===== src/hw/rtl/ddo_pkg.sv =====
// ----------------------------------------------------------------------------
// ddo_pkg
// Shared types, constants and the arctangent table of the differential-drive
// odometry block.
// ----------------------------------------------------------------------------
package ddo_pkg;

  // Datapath widths
  localparam int MUL_W      = 34;
  localparam int PROD_W     = 2 * MUL_W;
  localparam int IN_DATA_W  = 48;
  localparam int OUT_DATA_W = 160;
  localparam int CFG_IDX_W  = 1;
  localparam int ANG_W      = 34;

  // Default CORDIC iteration count (valid range 12 to 32)
  localparam int CORDIC_STEPS_DEF = 24;

  // Register reset values
  localparam logic [31:0] GAIN_RESET = 32'd1756906;
  localparam logic [31:0] INV_RESET  = 32'd16777216;

  // Register indexes
  localparam logic [CFG_IDX_W-1:0] REG_GAIN = 1'b0;
  localparam logic [CFG_IDX_W-1:0] REG_INV  = 1'b1;

  // Request kinds
  localparam logic [1:0] KIND_LEFT   = 2'd0;
  localparam logic [1:0] KIND_RIGHT  = 2'd1;
  localparam logic [1:0] KIND_UPDATE = 2'd2;

  // Heading scale: round(2^31/pi/1e6 * 2^20)
  localparam logic [29:0] ANG_K       = 30'd716770142;
  // CORDIC start value, round(0.60725293500888 * 2^30)
  localparam logic [29:0] CORDIC_INIT = 30'd652032874;
  // Position divide by 256e6 = 2^11 * 125000; half-divisor added first
  localparam logic [26:0] POS_HALF    = 27'd128000000;
  localparam logic [16:0] DIV_LO      = 17'd125000;
  // floor(2^44 / 125000)
  localparam logic [27:0] RECIP_LO    = 28'd140737488;

  // Sequencer states
  typedef enum logic [4:0] {
    S_IDLE,
    S_SPD,
    S_SPD_FIN,
    S_W,
    S_W_FIN,
    S_P,
    S_PL,
    S_PH,
    S_ANG,
    S_HD,
    S_CST,
    S_CWT,
    S_XM,
    S_XC,
    S_XD,
    S_XN,
    S_XR1,
    S_XR2,
    S_XQ,
    S_XQD,
    S_XCOR,
    S_XAPP,
    S_OUT
  } ddo_state_t;

  // CORDIC result, Q30
  typedef struct packed {
    logic signed [ANG_W-1:0] cosine;
    logic signed [ANG_W-1:0] sine;
  } ddo_trig_t;

  // atan(2^-i) as a binary angle, full circle = 2^32
  function automatic logic [29:0] atan_entry(input logic [4:0] idx);
    logic [29:0] v;
    unique case (idx)
      5'd0:  v = 30'd536870912;
      5'd1:  v = 30'd316933406;
      5'd2:  v = 30'd167458907;
      5'd3:  v = 30'd85004756;
      5'd4:  v = 30'd42667331;
      5'd5:  v = 30'd21354465;
      5'd6:  v = 30'd10679838;
      5'd7:  v = 30'd5340245;
      5'd8:  v = 30'd2670163;
      5'd9:  v = 30'd1335087;
      5'd10: v = 30'd667544;
      5'd11: v = 30'd333772;
      5'd12: v = 30'd166886;
      5'd13: v = 30'd83443;
      5'd14: v = 30'd41722;
      5'd15: v = 30'd20861;
      5'd16: v = 30'd10430;
      5'd17: v = 30'd5215;
      5'd18: v = 30'd2608;
      5'd19: v = 30'd1304;
      5'd20: v = 30'd652;
      5'd21: v = 30'd326;
      5'd22: v = 30'd163;
      5'd23: v = 30'd81;
      5'd24: v = 30'd41;
      5'd25: v = 30'd20;
      5'd26: v = 30'd10;
      5'd27: v = 30'd5;
      5'd28: v = 30'd3;
      5'd29: v = 30'd1;
      5'd30: v = 30'd1;
      5'd31: v = 30'd0;
    endcase
    return v;
  endfunction

endpackage


===== src/hw/rtl/ddo_mul.sv =====
// ----------------------------------------------------------------------------
// ddo_mul
// Shared unsigned multiplier with a registered product.
// ----------------------------------------------------------------------------
module ddo_mul (
  input  logic                        clk,
  input  logic [ddo_pkg::MUL_W-1:0]   a,
  input  logic [ddo_pkg::MUL_W-1:0]   b,
  output logic [ddo_pkg::PROD_W-1:0]  prod
);

  logic [ddo_pkg::PROD_W-1:0] prod_r;

  // product register
  always_ff @(posedge clk) begin
    prod_r <= a * b;
  end

  assign prod = prod_r;

endmodule


===== config.mk =====
export PLATFORM = sky130hd
export DESIGN_NAME = ddo_mul
export DESIGN_NICKNAME = d
export VERILOG_FILES = /design/src/hw/rtl/ddo_pkg.sv /design/src/hw/rtl/ddo_mul.sv
export SDC_FILE = /design/constraint.sdc
export NUM_CORES = 2
export LEC_CHECK = 0
export ABC_AREA = 1
export BUFFER_PORTS_ARGS = -buffer_cell sky130_fd_sc_hd__buf_4
export CAP_MARGIN = 20
export CORE_MARGIN = 2
export CORE_UTILIZATION = 60
export DETAILED_ROUTE_END_ITERATION = 12
export HOLD_SLACK_MARGIN = 0.05
export PLACE_DENSITY = 0.85
export SLEW_MARGIN = 25
export SYNTH_ARGS = -nofsm -noshare
export SYNTH_HDL_FRONTEND = slang
export SYNTH_SLANG_ARGS = --single-unit

===== constraint.sdc =====
create_clock -name clk -period 19.8 [get_ports clk]
set_clock_uncertainty 0.15 [all_clocks]
set_input_delay 5.94 -clock clk [delete_from_list [all_inputs] [get_ports clk]]
set_output_delay 5.94 -clock clk [all_outputs]
set_load 0.02 [all_outputs]

==> impl_results.md <==
* Largest stage delay, worst path at 0.61 ns
* WP buf/inv at 8
* Max_cap viols at 0
* Delay-heaviest family, CP: adder cells
* Worst-Margin Slew at 0.5582 ns
* Synthesis Warnings at 0
* Synth Area in XOR/XNOR at 0.007573
* Worst-path fanout max at 34
* Initial drt markers at 2,871
* Synthesized instance count at 5,582
* Kind of critical path: primary input to register
* Htree depth at 3
* Critical path launch point type: primary input
* Drt first pass iters at 7
* # resized after CTS at 0
* Root Buffer Master: clkbuf_16
* Synth cell types at 23
* RD Place Congestion at just under 1
* Post-CTS Setup Inserts at 0
* Total Routing Usage GR at 0.3335
* Hold Crit Depth at 3
* Min-delay src: b[0]
* Post-synthesis compound-gate area fraction at 0.005530
* Max Clk Rate at 79.71 MHz
* M1 WL at about 43,000 um
* Crit. End Element: register
* Synthesis-stage register bit count at between 60 and 70
* Initial antenna violation count at 6
* Max FFs per register at 68
* Post-DP HPWL at 93,630 um
* First-pass GRT wire length at 185,500 um
* Row count at 96
* Cts bufs inserted at 9
* Average wire per standard cell at between 15 and 20 um
* CTS tree: built
* Share of cells above drive strength 1 at 0.03498
* Area grow syn2layout at 3.696%
* Final cell count without fillers at 6,397
* Clk buf depth at 2
* Hold Fails Final Rpt at 0
* Met3 WL at 14,450 um
* Met2 routed WL at around 51,000 um
* Ports at roughly 140
* Die width at 267.4 um
* Post-DRT Antenna Nets at 0
* Worst Hold End: prod[0]$_DFF_P_
* Post-Synth Adder-Cell Area at 0.5758
* Largest family of logic cells by synthesized area: adder cells
* TritonCTS Sinks at 68
* Hold Buf Count CTS at 0
* Remaining global-route overflow at 0
* CP required at between 15 and 20 ns
* Status: finished, final reports clean
* Worst relative slew slack at 0.6279
* Post-Synth Simple-Gate Area at 0.1867
* CP max-delay cell: fa_1
* Setup violators final at 0
* Max Slew Vio Count at 0
* Syn Std Cell Area at 0.04163 mm2
* Post-synthesis average cell area at 7.459 um2
* Initial Util at 0.6060
* Period utilization at 0.6336
* Drt drc at 0
* Layout Nets at 6,830
* Largest net degree at the start of global routing at 35
* Multiplexer share of the synthesized area at 0
* Hold/Removal Path Class: primary input to register
* Top sig layer: met5
* Die area at 0.07151 mm2
* Port Buf Inserts at 136
* Tmin final at approximately 13 ns
* Clock transition at path regs at 0.06 ns
* Vias/cell at 5.239
* Critical Path AT at 12.62 ns
* Vias in the first global route at 36,026
* Die Y-Extent at 267.4 um
* CP most frequent cell: fa_1
* RSZ-0062 raised after global routing: false
* Dpl cells at 6,377
* # fillers at 5,830
* Post-synthesis sequential area ratio at 0.03270
* Core Region at 0.06871 mm2
* Fin Setup TNS at 0 ns
* Synth Net Count at 6,955
* DR vias at 33,517
* Total routed wirelength at 111,800 um
==> per-stage QoR <==
step	util	hold slack [ns]	cell area, um2	setup WS (ns)
after global placement	0.6229	6.202	42800	7.013
after global routing	0.6283	5.915	43170	6.926
final	0.6284	5.891	43170	7.254
after CTS	0.6282	5.888	43160	7.328
after floorplan	-	6.075	41630	7.697
after detailed placement	0.6229	6.200	42800	7.003
==> layout make-up <==
cell class | count | area, um2 | share of cell area
Multi-Input combinational cell | 3387 | 32290 | 0.7479
Inverter | 1855 | 6963 | 0.1613
Sequential cell | 68 | 1361 | 0.03153
Tap cell | 931 | 1165 | 0.02698
Timing Repair Buffer | 136 | 1021 | 0.02365
Clock buffer | 9 | 225.2 | 0.005216
Clock inverter | 6 | 136.4 | 0.003159
Antenna cell | 5 | 12.51 | 0.0002898
==> cell usage in the layout (no fill, tap or decap), drive strengths merged <==
| master | instances |
|---|---|
| a21oi | 43 |
| and2 | 3 |
| buf | 136 |
| bufinv | 4 |
| clkbuf | 9 |
| clkinv | 4 |
| clkinvlp | 1 |
| dfxtp | 68 |
| diode | 5 |
| fa | 1020 |
| ha | 284 |
| inv | 1852 |
| nand2 | 1791 |
| nand3 | 60 |
| nand4 | 11 |
| nor2 | 116 |
| nor3 | 17 |
| nor4 | 1 |
| o21ai | 3 |
| or2 | 2 |
| xnor2 | 2 |
| xor2 | 34 |
==> worst max path at each step <==
| stage | start | end | depth (start not counted) |
|---|---|---|---|
| after global placement | b[1] | prod[38]$_DFF_P_ | 27 |
| after CTS | a[30] | prod[65]$_DFF_P_ | 25 |
| after detailed placement | a[27] | prod[65]$_DFF_P_ | 25 |
| final | a[30] | prod[41]$_DFF_P_ | 25 |
| after floorplan | b[10] | prod[65]$_DFF_P_ | 26 |
| after global routing | a[25] | prod[65]$_DFF_P_ | 25 |
==> cells in the mapped netlist <==
| cell type | n | area share |
|---|---|---|
| a21oi_1 | 43 | 0.0052 |
| and2_1 | 3 | 0.00045 |
| clkbuf_1 | 272 | 0.025 |
| clkinv_1 | 4 | 0.00036 |
| dfxtp_1 | 68 | 0.033 |
| fa_1 | 1020 | 0.49 |
| ha_1 | 284 | 0.085 |
| inv_1 | 1846 | 0.17 |
| inv_2 | 5 | 0.00045 |
| nand2_1 | 1781 | 0.16 |
| nand2_2 | 10 | 0.0015 |
| nand3_1 | 55 | 0.0066 |
| nand3_2 | 5 | 0.0012 |
| nand4_1 | 11 | 0.0017 |
| nor2_1 | 104 | 0.0094 |
| nor2_2 | 12 | 0.0018 |
| nor3_1 | 10 | 0.0012 |
| nor3_2 | 7 | 0.0017 |
| nor4_2 | 1 | 0.00030 |
| o21ai_0 | 3 | 0.00036 |
| or2_1 | 2 | 0.00030 |
| xnor2_1 | 2 | 0.00042 |
| xor2_1 | 34 | 0.0072 |
==> logic make-up after synthesis <==
group,after synthesis
buf+inv,2127
simple gates,2001
fa+ha+maj,1304
flops,68
compound gates,46
xor+xnor,36
==> routing by layer <==
| layer | GRT usage | vias to the layer above |
|---|---|---|
| met5 | 0 | - |
| met4 | 0.08939 | 6 |
| met3 | 0.08542 | 259 |
| met2 | 0.5301 | 2021 |
| met1 | 0.4577 | 16392 |
| li1 | - | 14839 |
Power is left out: the tool's default activity adds up to more than one toggle a clock period on the data nets, which glitch-free logic cannot reach.
