<file path="config.mk">
export PLATFORM = sky130hd
export DESIGN_NAME = ddo_cordic
export DESIGN_NICKNAME = d
export VERILOG_FILES = /design/src/hw/rtl/ddo_pkg.sv /design/src/hw/rtl/ddo_cordic.sv
export SDC_FILE = /design/constraint.sdc
export NUM_CORES = 1
export LEC_CHECK = 0
export BUFFER_PORTS_ARGS = -buffer_cell sky130_fd_sc_hd__buf_2
export CAP_MARGIN = 15
export CORE_MARGIN = 10
export CORE_UTILIZATION = 51
export DETAILED_ROUTE_END_ITERATION = 6
export PLACE_DENSITY = 0.79
export SLEW_MARGIN = 25
export SYNTH_ARGS = -nofsm -noshare
export SYNTH_HDL_FRONTEND = slang
export SYNTH_SLANG_ARGS = --single-unit
</file>
<file path="constraint.sdc">
create_clock -name clk -period 9.5 [get_ports clk]
set_clock_uncertainty 0.1 [all_clocks]
set_input_delay 1.9 -clock clk [delete_from_list [all_inputs] [get_ports clk]]
set_output_delay 1.9 -clock clk [all_outputs]
set_load 0.02 [all_outputs]
</file>
<file path="src/hw/rtl/ddo_pkg.sv">
// ----------------------------------------------------------------------------
// ddo_pkg
// Shared types, constants and the arctangent table of the differential-drive
// odometry block.
// ----------------------------------------------------------------------------
package ddo_pkg;

  // Datapath widths
  localparam int MUL_W      = 34;
  localparam int PROD_W     = 2 * MUL_W;
  localparam int IN_DATA_W  = 48;
  localparam int OUT_DATA_W = 160;
  localparam int CFG_IDX_W  = 1;
  localparam int ANG_W      = 34;

  // Default CORDIC iteration count (valid range 12 to 32)
  localparam int CORDIC_STEPS_DEF = 24;

  // Register reset values
  localparam logic [31:0] GAIN_RESET = 32'd1756906;
  localparam logic [31:0] INV_RESET  = 32'd16777216;

  // Register indexes
  localparam logic [CFG_IDX_W-1:0] REG_GAIN = 1'b0;
  localparam logic [CFG_IDX_W-1:0] REG_INV  = 1'b1;

  // Request kinds
  localparam logic [1:0] KIND_LEFT   = 2'd0;
  localparam logic [1:0] KIND_RIGHT  = 2'd1;
  localparam logic [1:0] KIND_UPDATE = 2'd2;

  // Heading scale: round(2^31/pi/1e6 * 2^20)
  localparam logic [29:0] ANG_K       = 30'd716770142;
  // CORDIC start value, round(0.60725293500888 * 2^30)
  localparam logic [29:0] CORDIC_INIT = 30'd652032874;
  // Position divide by 256e6 = 2^11 * 125000; half-divisor added first
  localparam logic [26:0] POS_HALF    = 27'd128000000;
  localparam logic [16:0] DIV_LO      = 17'd125000;
  // floor(2^44 / 125000)
  localparam logic [27:0] RECIP_LO    = 28'd140737488;

  // Sequencer states
  typedef enum logic [4:0] {
    S_IDLE,
    S_SPD,
    S_SPD_FIN,
    S_W,
    S_W_FIN,
    S_P,
    S_PL,
    S_PH,
    S_ANG,
    S_HD,
    S_CST,
    S_CWT,
    S_XM,
    S_XC,
    S_XD,
    S_XN,
    S_XR1,
    S_XR2,
    S_XQ,
    S_XQD,
    S_XCOR,
    S_XAPP,
    S_OUT
  } ddo_state_t;

  // CORDIC result, Q30
  typedef struct packed {
    logic signed [ANG_W-1:0] cosine;
    logic signed [ANG_W-1:0] sine;
  } ddo_trig_t;

  // atan(2^-i) as a binary angle, full circle = 2^32
  function automatic logic [29:0] atan_entry(input logic [4:0] idx);
    logic [29:0] v;
    unique case (idx)
      5'd0:  v = 30'd536870912;
      5'd1:  v = 30'd316933406;
      5'd2:  v = 30'd167458907;
      5'd3:  v = 30'd85004756;
      5'd4:  v = 30'd42667331;
      5'd5:  v = 30'd21354465;
      5'd6:  v = 30'd10679838;
      5'd7:  v = 30'd5340245;
      5'd8:  v = 30'd2670163;
      5'd9:  v = 30'd1335087;
      5'd10: v = 30'd667544;
      5'd11: v = 30'd333772;
      5'd12: v = 30'd166886;
      5'd13: v = 30'd83443;
      5'd14: v = 30'd41722;
      5'd15: v = 30'd20861;
      5'd16: v = 30'd10430;
      5'd17: v = 30'd5215;
      5'd18: v = 30'd2608;
      5'd19: v = 30'd1304;
      5'd20: v = 30'd652;
      5'd21: v = 30'd326;
      5'd22: v = 30'd163;
      5'd23: v = 30'd81;
      5'd24: v = 30'd41;
      5'd25: v = 30'd20;
      5'd26: v = 30'd10;
      5'd27: v = 30'd5;
      5'd28: v = 30'd3;
      5'd29: v = 30'd1;
      5'd30: v = 30'd1;
      5'd31: v = 30'd0;
    endcase
    return v;
  endfunction

endpackage

</file>
<file path="src/hw/rtl/ddo_cordic.sv">
// ----------------------------------------------------------------------------
// ddo_cordic
// Iterative rotation-mode CORDIC: cos and sin in Q30 of a binary angle, one
// micro-rotation per cycle through a single add/shift stage.
// ----------------------------------------------------------------------------
module ddo_cordic #(
  parameter int STEPS = ddo_pkg::CORDIC_STEPS_DEF
) (
  input  logic                clk,
  input  logic                rst_n,
  input  logic                start,
  input  logic [31:0]         angle,
  output logic                done,
  output ddo_pkg::ddo_trig_t  trig
);

  localparam int W = ddo_pkg::ANG_W;

  logic                run_r;
  logic                done_r;
  logic                flip_r;
  logic [4:0]          idx_r;
  logic signed [W-1:0] x_r;
  logic signed [W-1:0] y_r;
  logic signed [W-1:0] z_r;

  logic [31:0]         ang_q;
  logic                flip;
  logic [31:0]         zsrc;
  logic signed [W-1:0] dx;
  logic signed [W-1:0] dy;
  logic signed [W-1:0] atan_v;
  logic                last;

  // quadrant fold: angles in [90,270) deg are turned by half a circle
  always_comb begin
    ang_q  = angle + 32'h4000_0000;
    flip   = ang_q[31];
    zsrc   = flip ? (angle ^ 32'h8000_0000) : angle;
    dx     = y_r >>> idx_r;
    dy     = x_r >>> idx_r;
    atan_v = W'(ddo_pkg::atan_entry(idx_r));
    last   = (idx_r == 5'(STEPS - 1));
  end

  // control
  always_ff @(posedge clk) begin
    if (!rst_n) begin
      run_r  <= 1'b0;
      done_r <= 1'b0;
      idx_r  <= '0;
    end else begin
      done_r <= run_r && last;
      if (start) begin
        run_r <= 1'b1;
        idx_r <= '0;
      end else if (run_r) begin
        if (last) begin
          run_r <= 1'b0;
        end else begin
          idx_r <= idx_r + 5'd1;
        end
      end
    end
  end

  // micro-rotations
  always_ff @(posedge clk) begin
    if (start) begin
      flip_r <= flip;
      x_r    <= W'(ddo_pkg::CORDIC_INIT);
      y_r    <= '0;
      z_r    <= {{(W-32){zsrc[31]}}, zsrc};
    end else if (run_r) begin
      if (!z_r[W-1]) begin
        x_r <= x_r - dx;
        y_r <= y_r + dy;
        z_r <= z_r - atan_v;
      end else begin
        x_r <= x_r + dx;
        y_r <= y_r - dy;
        z_r <= z_r + atan_v;
      end
    end
  end

  assign done        = done_r;
  assign trig.cosine = flip_r ? -x_r : x_r;
  assign trig.sine   = flip_r ? -y_r : y_r;

endmodule
</file>
==> impl_metrics.toml, run 1 <==
[sta]
final_max_slew_viol_count = 0
totalNegativeSetupSlack_ps = 0
clock.fmax_ghz = 0.1317
period_share = 0.7993
setup_viol = 0
fin_hold_ws_ps = 466.9
period_minus_slack_ps = 7594
rsz0062_at_grt = "false"
hold_viol_final = 0
worst_pin_slew_ps = 1153
max-slew-margin-rel = 0.2270
timing.final.ws_setup_ps = 1906

[routing]
vias = 18260
ant_nets = 0
wl_per_cell_um = 23.04
first_pass_iters = 6
drc = 0
totalWireLength_um = 63310
viasPerCell = 6.646
first_iter_violations = 2127

[clock_tree]
cts_resized = 0
cts_buffers = 17
cts_setup_buffers = 0
insertion_delay_ps = 460
cts_tree = "built"
htreeDepth = 4
postCtsHoldBufs = 0
clock-sinks = 140
cts_root_buf = "clkbuf_16"
clockBufferDepth = 2
path_clk_slew_ps = 70

[global_route]
grt_start_max_net_pins = 83
grt.overflow.total = 0
antenna_found_initial = 0
grt_usage = 0.2765
grt_pass1_vias = 17180
grt_pass1_wl_um = 97760

[worst_setup_path]
worstPathMaxFanout = 43
crit_arrival_ps = 7820
worstSetupStartpointType = "register"
cp-end-kind = "register"
cp.required_ps = 9720
worst-setup-path-type = "reg2reg"

[yosys]
synth.distinct_cells = 99
yosys-top-cells-area = "dfxtp_1 11%, mux4_2 9.1%, ha_1 7.6%"
yosysTopAreaCell = "dfxtp_1"
yosys_most_used_dff = "dfxtp_1"
synth_nets = 2446
synth_seq_cells = 140
synthCells = 2296
synth_warnings = 0
async_flop_share = 0
seq_area_frac_synth = 0.1707
syn_area_per_cell_um2 = 8.047
yosysTopAreaCellShare = 0.1138
synth_area_um2 = 18480
synth-edff-count = 35

[placed_design]
place_ws_ps = 2262
dp_hpwl_um = 47080
placedCellCount = 2716
routabilityCongestion = 1.092
port-buffer-count = 103

[layout]
final_net_count = 2424
fin_cells = 2748
synthToLayoutAreaGrowth_pct = 5.966
drive_gt1_frac = 0.1390
num_antenna_cells = 0
fill_cells = 3238

[die]
rows = 69
die_w_um = 210.3
initial_core_util = 0.5182
dieHeight_um = 210.3
core_area_um2 = 35660
ioPinCount = 104
design.die.area_um2 = 44240

[flow_run]
maxCapViolCount = 0

[hold_path]
min_path_type = "reg2reg"

[power]
p_leak_nw = 8.001
ir_worst_vdd_mv = 0.2349
finalPower_mw = 7.084
powerDensity_nw_per_um2 = 361.9

[run_status]
status = "finished clean"
-- power breakdown --
| group | internal (mW) | total (mW) | leakage, nW | switching [mW] |
|---|---|---|---|---|
| clock network | 0.378 | 0.683 | 0.276 | 0.305 |
| logic | 2.21 | 5.19 | 6.51 | 2.98 |
| registers | 0.803 | 1.21 | 1.22 | 0.406 |
| total | 3.39 | 7.08 | 8.00 | 3.70 |
-- metrics by stage --
stage | utilization | cell area, um^2
after CTS | 0.5491 | 19580
after global placement | 0.5331 | 19010
after detailed placement | 0.5331 | 19010
final | 0.5491 | 19580
after floorplan | - | 18480
after global routing | 0.5491 | 19580
-- cell families after synthesis --
group | after synthesis | synth area share
muxes | 210 | 0.1717
xor gates and xnor gates | 240 | 0.1138
buffers and inverters | 219 | 0.05188
AOI/OAI and AO/OA | 652 | 0.2299
and+or+nand+nor | 720 | 0.1830
adders and majority gates | 115 | 0.07910
DFF | 140 | 0.1707
-- cell usage in the layout, fill, tap and decap left out, drive strengths merged, types with 29 or more instances in the layout --
cell,n
a21o,46
a21oi,161
buf,128
dfxtp,105
edfxtp,35
ha,112
inv,50
mux2,47
mux2i,84
mux4,79
nand2,235
nand2b,29
nand3,38
nor2,241
nor3,46
o21ai,184
o31ai,32
xnor2,151
xor2,89
-- flip-flops by register name (all words and copies together), names as in the netlist --
name    flops
x_r        34
y_r        34
z_r        34
atan_v     30
idx_r       5
done        1
flip_r      1
run_r       1
-- synthesized netlist by cell type (7+ instances only) --
cell type / n
o21a_1: 17
buf_1: 18
dfxtp_1: 105
a21boi_0: 7
buf_6: 12
nor2_1: 241
o21bai_1: 16
mux4_2: 75
ha_1: 112
nand3_1: 38
o41ai_1: 12
nor2b_1: 13
edfxtp_1: 35
a211oi_1: 23
nor4_1: 14
nand2b_1: 29
nand2_1: 233
a22oi_1: 8
o21ai_0: 178
mux2_2: 39
xor2_1: 89
o22ai_1: 12
o31ai_1: 30
buf_2: 24
a221oi_1: 8
inv_1: 46
clkbuf_1: 110
xnor2_1: 151
or3_1: 23
o211ai_1: 21
a21oi_1: 160
or2_2: 7
or4_1: 13
and2_1: 13
a21o_1: 46
mux2i_1: 84
and3_1: 14
a31oi_1: 17
nor3_1: 45
a32o_1: 8
-- metal layers --
layer,vias up,GRT usage,share of wire
met1,8712,0.3766,0.43
met3,132,0.05593,0.099
li1,8410,-,-
met5,-,0,0
met4,0,0.1039,0.033
met2,1008,0.4235,0.44
-- layout make-up --
cell class	instances	area (um^2)	area share
Tap cell	461	576.8	0.02946
Clock buffer	20	457.9	0.02339
Multi-Input combinational cell	1937	14370	0.7341
Clock inverter	12	112.6	0.005752
Sequential cell	140	3166	0.1617
Timing Repair Buffer	128	705.7	0.03605
Inverter	50	187.7	0.009587
-- final timing paths --
kind / slack, ps / depth (start not counted) / to / from
setup / recovery: 1910 / 23 / x_r[29] / idx_r[2]
hold / removal: 470 / 2 / y_r[0] / y_r[0]
setup reg to reg: 1910 / 23 / x_r[29] / idx_r[2]
hold reg to reg: 470 / 2 / y_r[0] / y_r[0]
-- worst max-delay path, cell delays in order (launching register included) --
cell,delay [ps]
dfxtp_2,910
buf_4,570
nor2_1,100
buf_4,220
a32o_1,250
a21oi_1,130
nor3b_1,740
and2_1,360
nand3b_1,180
nor4_1,410
a21oi_1,160
xor2_1,180
ha_1,340
a21oi_1,210
o211ai_1,110
a22oi_1,260
o21ai_0,230
a311oi_1,690
o21ai_0,240
o41ai_1,510
o21ba_2,220
o21ai_0,100
xnor2_1,150
a2bb2oi_1,80
Power figures use the tool's default switching activity.
==> inputs of run 2 (changes only) <==
==> constraint.sdc (replaced) <==
create_clock -name clk -period 7.4 [get_ports clk]
set_clock_uncertainty 0.1 [all_clocks]
set_input_delay 1.48 -clock clk [delete_from_list [all_inputs] [get_ports clk]]
set_output_delay 1.48 -clock clk [all_outputs]
set_load 0.02 [all_outputs]
==> impl_metrics.toml, run 2 (synthesized netlist as in run 1, its figures left out) <==
[run_status]
status = "finished, violations left"
violations = "DRC"

[sta]
setup_viol = 0
totalNegativeSetupSlack_ps = 0
final_max_slew_viol_count = 0
max-slew-margin-rel = 0.3218
worst_pin_slew_ps = 1014
fin_hold_ws_ps = 503.0
hold_viol_final = 0
period_share = 0.9376
period_minus_slack_ps = 6938
clock.fmax_ghz = 0.1441
rsz0062_at_grt = "false"
timing.final.ws_setup_ps = 462.0

[routing]
drc = 1
ant_nets = 0
viasPerCell = 6.634
vias = 18360
first_pass_iters = 7
first_iter_violations = 1988
wl_per_cell_um = 23.15
totalWireLength_um = 64080

[clock_tree]
cts_setup_buffers = 0
cts_root_buf = "clkbuf_16"
cts_buffers = 17
postCtsHoldBufs = 0
cts_resized = 0
path_clk_slew_ps = 70
htreeDepth = 4
insertion_delay_ps = 470
clock-sinks = 140
cts_tree = "built"
clockBufferDepth = 2

[hold_path]
min_to = "y_r[0]"
min_path_type = "reg2reg"
hp-start = "y_r[0]"
whs_path_depth = 2

[power]
p_leak_nw = 8.132
switchingPower_mw = 4.806
powerDensity_nw_per_um2 = 464.7
combPwrFrac = 0.726
p_int_mw = 4.412
ir_worst_vdd_mv = 0.2963
swShare = 0.5214
power_frac_seq = 0.173
p_clk_frac = 0.101

[global_route]
grt_start_max_net_pins = 83
antenna_found_initial = 2
grt_usage = 0.2800
grt.overflow.total = 0
grt_pass1_vias = 17200
grt_pass1_wl_um = 98590

[worst_setup_path]
worstPathMaxFanout = 36
cp.required_ps = 7630
r2r-start = "idx_r[0]"
reg2reg_depth = 22
r2r_end = "x_r[31]"
crit_arrival_ps = 7170
cp-end-kind = "register"
worst-setup-path-type = "reg2reg"
worstSetupStartpointType = "register"
rrSetupSlack_ps = 460

[layout]
final_common_cell = "nor2_1"
fill_cells = 3263
top_regs = "x_r: 34 flops, y_r: 34 flops, z_r: 34 flops"
regArea_um2 = 3166
drive_gt1_frac = 0.1458
final_net_count = 2442
synthToLayoutAreaGrowth_pct = 7.355
final_util = 0.5563
multi_input_area_um2 = 14380
final_cell_mix = "241 x nor2_1, 233 x nand2_1, 178 x o21ai_0"

[placed_design]
dp_hpwl_um = 47360
port-buffer-count = 103
place_ws_ps = 566.6
routabilityCongestion = 1.042

[die]
dieHeight_um = 210.3
core_area_um2 = 35660
ioPinCount = 104
die_w_um = 210.3
initial_core_util = 0.5182
rows = 69
design.die.area_um2 = 44240

[flow_run]
maxCapViolCount = 0
==> run 2: area by class of cell <==
type / instances / share of cell area
multi-input cells: 1937 / 0.7248
flip-flops and latches: 140 / 0.1596
diodes: 2 / 0.0002523
clock inverters: 14 / 0.009021
well taps: 461 / 0.02908
inverters: 50 / 0.009463
repair buffers: 146 / 0.04618
clock buffers: 18 / 0.02164
==> run 2: worst max-delay path by stage <==
stage | start | end | slack (ps) | cells after the start
after floorplan | idx_r[1] | x_r[31] | 1640 | 24
after global placement | idx_r[1] | y_r[29] | 710 | 22
after detailed placement | idx_r[1] | y_r[33] | 570 | 22
after CTS | idx_r[1] | y_r[33] | 540 | 22
after global routing | idx_r[0] | x_r[31] | 40 | 22
final | idx_r[0] | x_r[31] | 460 | 22
==> run 2: worst max-delay path, stage by stage (launching register included) <==
cell      delay (ps)
dfxtp_4          690
buf_4            420
mux4_2           560
nand2_1           80
o221ai_1         110
a211oi_1         650
ha_1             310
nand3b_1         170
nor4_1           400
a21oi_1          170
xor2_1           180
ha_1             340
a21oi_1          200
o211ai_1         130
a22oi_1          260
o21ai_0          240
a311oi_1         480
o21ai_0          180
o41ai_1          540
o21ai_0          200
xor2_1           170
mux2i_1          140
nor2_1            60
==> run 2: per-stage QoR <==
step	total power, mW	cell area (um^2)	std cells
global placement	7.898	19190	2733
finish	9.217	19830	2768
CTS	9.063	19800	2765
detailed placement	8.087	19190	2733
floorplan	6.505	18480	2296
global route	9.893	19830	2767
==> run 2: routing by layer <==
layer  global-route usage  up-vias  wire length, um
met2               0.4284     1022            28180
met4               0.1002        0             2054
met1               0.3668     8743            26570
met5                    0        -                0
li1                     -     8460                -
met3              0.08368      139             7274
==> run 2: power by group through the flow <==
stage / clock (mW) / combinational (mW) / sequential, mW
final: 0.929 / 6.69 / 1.59
after global routing: 0.958 / 7.31 / 1.62
after CTS: 0.930 / 6.57 / 1.56
after detailed placement: 0 / 6.51 / 1.58
after global placement: 0 / 6.34 / 1.56
after floorplan: 0 / 5.33 / 1.17
==> inputs of run 3 (changes only) <==
--- a/config.mk
+++ b/config.mk
@@ -8,9 +8,10 @@
 export BUFFER_PORTS_ARGS = -buffer_cell sky130_fd_sc_hd__buf_2
 export CAP_MARGIN = 15
 export CORE_MARGIN = 10
-export CORE_UTILIZATION = 51
+export CORE_UTILIZATION = 64
+export CTS_CLUSTER_SIZE = 20
 export DETAILED_ROUTE_END_ITERATION = 6
-export PLACE_DENSITY = 0.79
+export PLACE_DENSITY = 0.93
 export SLEW_MARGIN = 25
 export SYNTH_ARGS = -nofsm -noshare
 export SYNTH_HDL_FRONTEND = slang
==> impl_metrics.toml, run 3 (synthesized netlist as in run 1, its figures left out) <==
[routing]
ant_nets = 0
totalWireLength_um = 66670
first_iter_violations = 3027
drc = 1
vias = 19350
first_pass_iters = 7
viasPerCell = 7.205
wl_per_cell_um = 24.83

[sta]
max-slew-margin-rel = 0.2734
setup_viol = 0
totalNegativeSetupSlack_ps = 0
period_share = 0.9441
final_max_slew_viol_count = 0
worst_pin_slew_ps = 1086
timing.final.ws_setup_ps = 413.7
hold_viol_final = 0
period_minus_slack_ps = 6986
rsz0062_at_grt = "false"
clock.fmax_ghz = 0.1431

[layout]
top_regs = "x_r: 34 flops, y_r: 34 flops, z_r: 34 flops"
final_common_cell = "nor2_1"
synthToLayoutAreaGrowth_pct = 6.467
num_antenna_cells = 0
final_cell_mix = "241 x nor2_1, 233 x nand2_1, 178 x o21ai_0"
design_area_um2 = 19670
drive_gt1_frac = 0.1447
final_net_count = 2438
fill_cells = 2240

[clock_tree]
path_clk_slew_ps = 70
insertion_delay_ps = 480
cts_root_buf = "clkbuf_16"
cts_resized = 0
cts_tree = "built"
cts_buffers = 17
clock-sinks = 140
clockBufferDepth = 2
htreeDepth = 4

[power]
powerDensity_nw_per_um2 = 475.3
p_leak_nw = 8.103
ir_worst_vdd_mv = 0.3939

[placed_design]
port-buffer-count = 103
postPlaceCellArea_um2 = 19020
routabilityCongestion = 1.065
place_ws_ps = 560.2
dp_hpwl_um = 47860

[global_route]
antenna_found_initial = 3
grt_usage = 0.3559
grt_start_max_net_pins = 71
grt_pass1_vias = 18300
grt.overflow.total = 0
grt_pass1_wl_um = 102500

[worst_setup_path]
cp.required_ps = 7630
worst-setup-path-type = "reg2reg"
worstPathMaxFanout = 30
worstSetupStartpointType = "register"
cp-end-kind = "register"
crit_arrival_ps = 7220

[die]
dieHeight_um = 189.9
design.die.area_um2 = 36060
die_w_um = 189.9
core_area_um2 = 28630
ioPinCount = 104
rows = 62
initial_core_util = 0.6454

[run_status]
status = "finished, violations left"
violations = "DRC"

[flow_run]
maxCapViolCount = 0

[hold_path]
min_path_type = "reg2reg"
==> run 3: worst max-delay path, stage by stage (launching register included) <==
cell and delay, ps:
dfxtp_4 690, mux4_2 590, mux2_2 300, a21oi_1 250, nor3b_1 430, and2_1 360
nand3b_1 220, nor4_1 490, a21oi_1 160, xor2_1 170, ha_1 330, a21oi_1 180
o211ai_1 100, a22oi_1 270, o21ai_0 240, a311oi_1 420, buf_4 210, o21ai_0 110
o41ai_1 570, o21ba_2 240, o21ai_0 110, xnor2_1 190, a2bb2oi_1 80
==> run 3: stage by stage <==
stage / util / cells / power (mW) / hold slack (ps)
6_report: 0.6872 / 2685 / 9.348 / 472.0
5_1_grt: 0.6872 / 2685 / 9.960 / 522.1
4_1_cts: 0.6858 / 2683 / 9.118 / 471.3
3_5_place_dp: 0.6646 / 2651 / 8.114 / 461.5
3_3_place_gp: 0.6646 / 2651 / 7.838 / 450.3
2_1_floorplan: - / 2296 / 6.505 / 413.7
==> run 3: report_power, final <==
| group | internal, mW | total [mW] | leakage [nW] | switching, mW |
|---|---|---|---|---|
| Combinational | 2.86 | 6.81 | 6.58 | 3.95 |
| Sequential | 1.03 | 1.62 | 1.22 | 0.591 |
| Clock | 0.488 | 0.915 | 0.301 | 0.427 |
| Total | 4.38 | 9.35 | 8.10 | 4.97 |
==> run 3: worst paths after layout <==
check	start	to	slack, ps	cells after the start
min	y_r[0]	y_r[0]	470	2
max reg2reg	idx_r[1]	x_r[29]	410	22
min reg2reg	y_r[0]	y_r[0]	470	2
max	idx_r[1]	x_r[29]	410	22
==> run 3: cell type report <==
cell class | instances | area [um^2] | area share
multi-input cells | 1937 | 14370 | 0.7305
flip-flops and latches | 140 | 3166 | 0.1609
repair buffers | 142 | 860.8 | 0.04376
well taps | 384 | 480.5 | 0.02443
clock buffers | 19 | 475.5 | 0.02417
inverters | 50 | 187.7 | 0.009541
clock inverters | 13 | 131.4 | 0.006679
==> run 3: repair_timing <==
item | in CTS | in global routing
buffers inserted | 0 | 2
hold buffers | 0 | 0
setup endpoints to repair | 0 | 10
endpoints found under the hold margin | 0 | 0
==> run 3: layer usage <==
layer / part of all wire / vias to the layer above / routed length [um] / global-route usage
met4: 0.051 / 4 / 3403 / 0.1636
met3: 0.14 / 315 / 9442 / 0.1034
met1: 0.37 / 9057 / 24980 / 0.4587
met5: 0.00040 / - / 27 / 0
li1: - / 8444 / - / -
met2: 0.43 / 1525 / 28820 / 0.5402
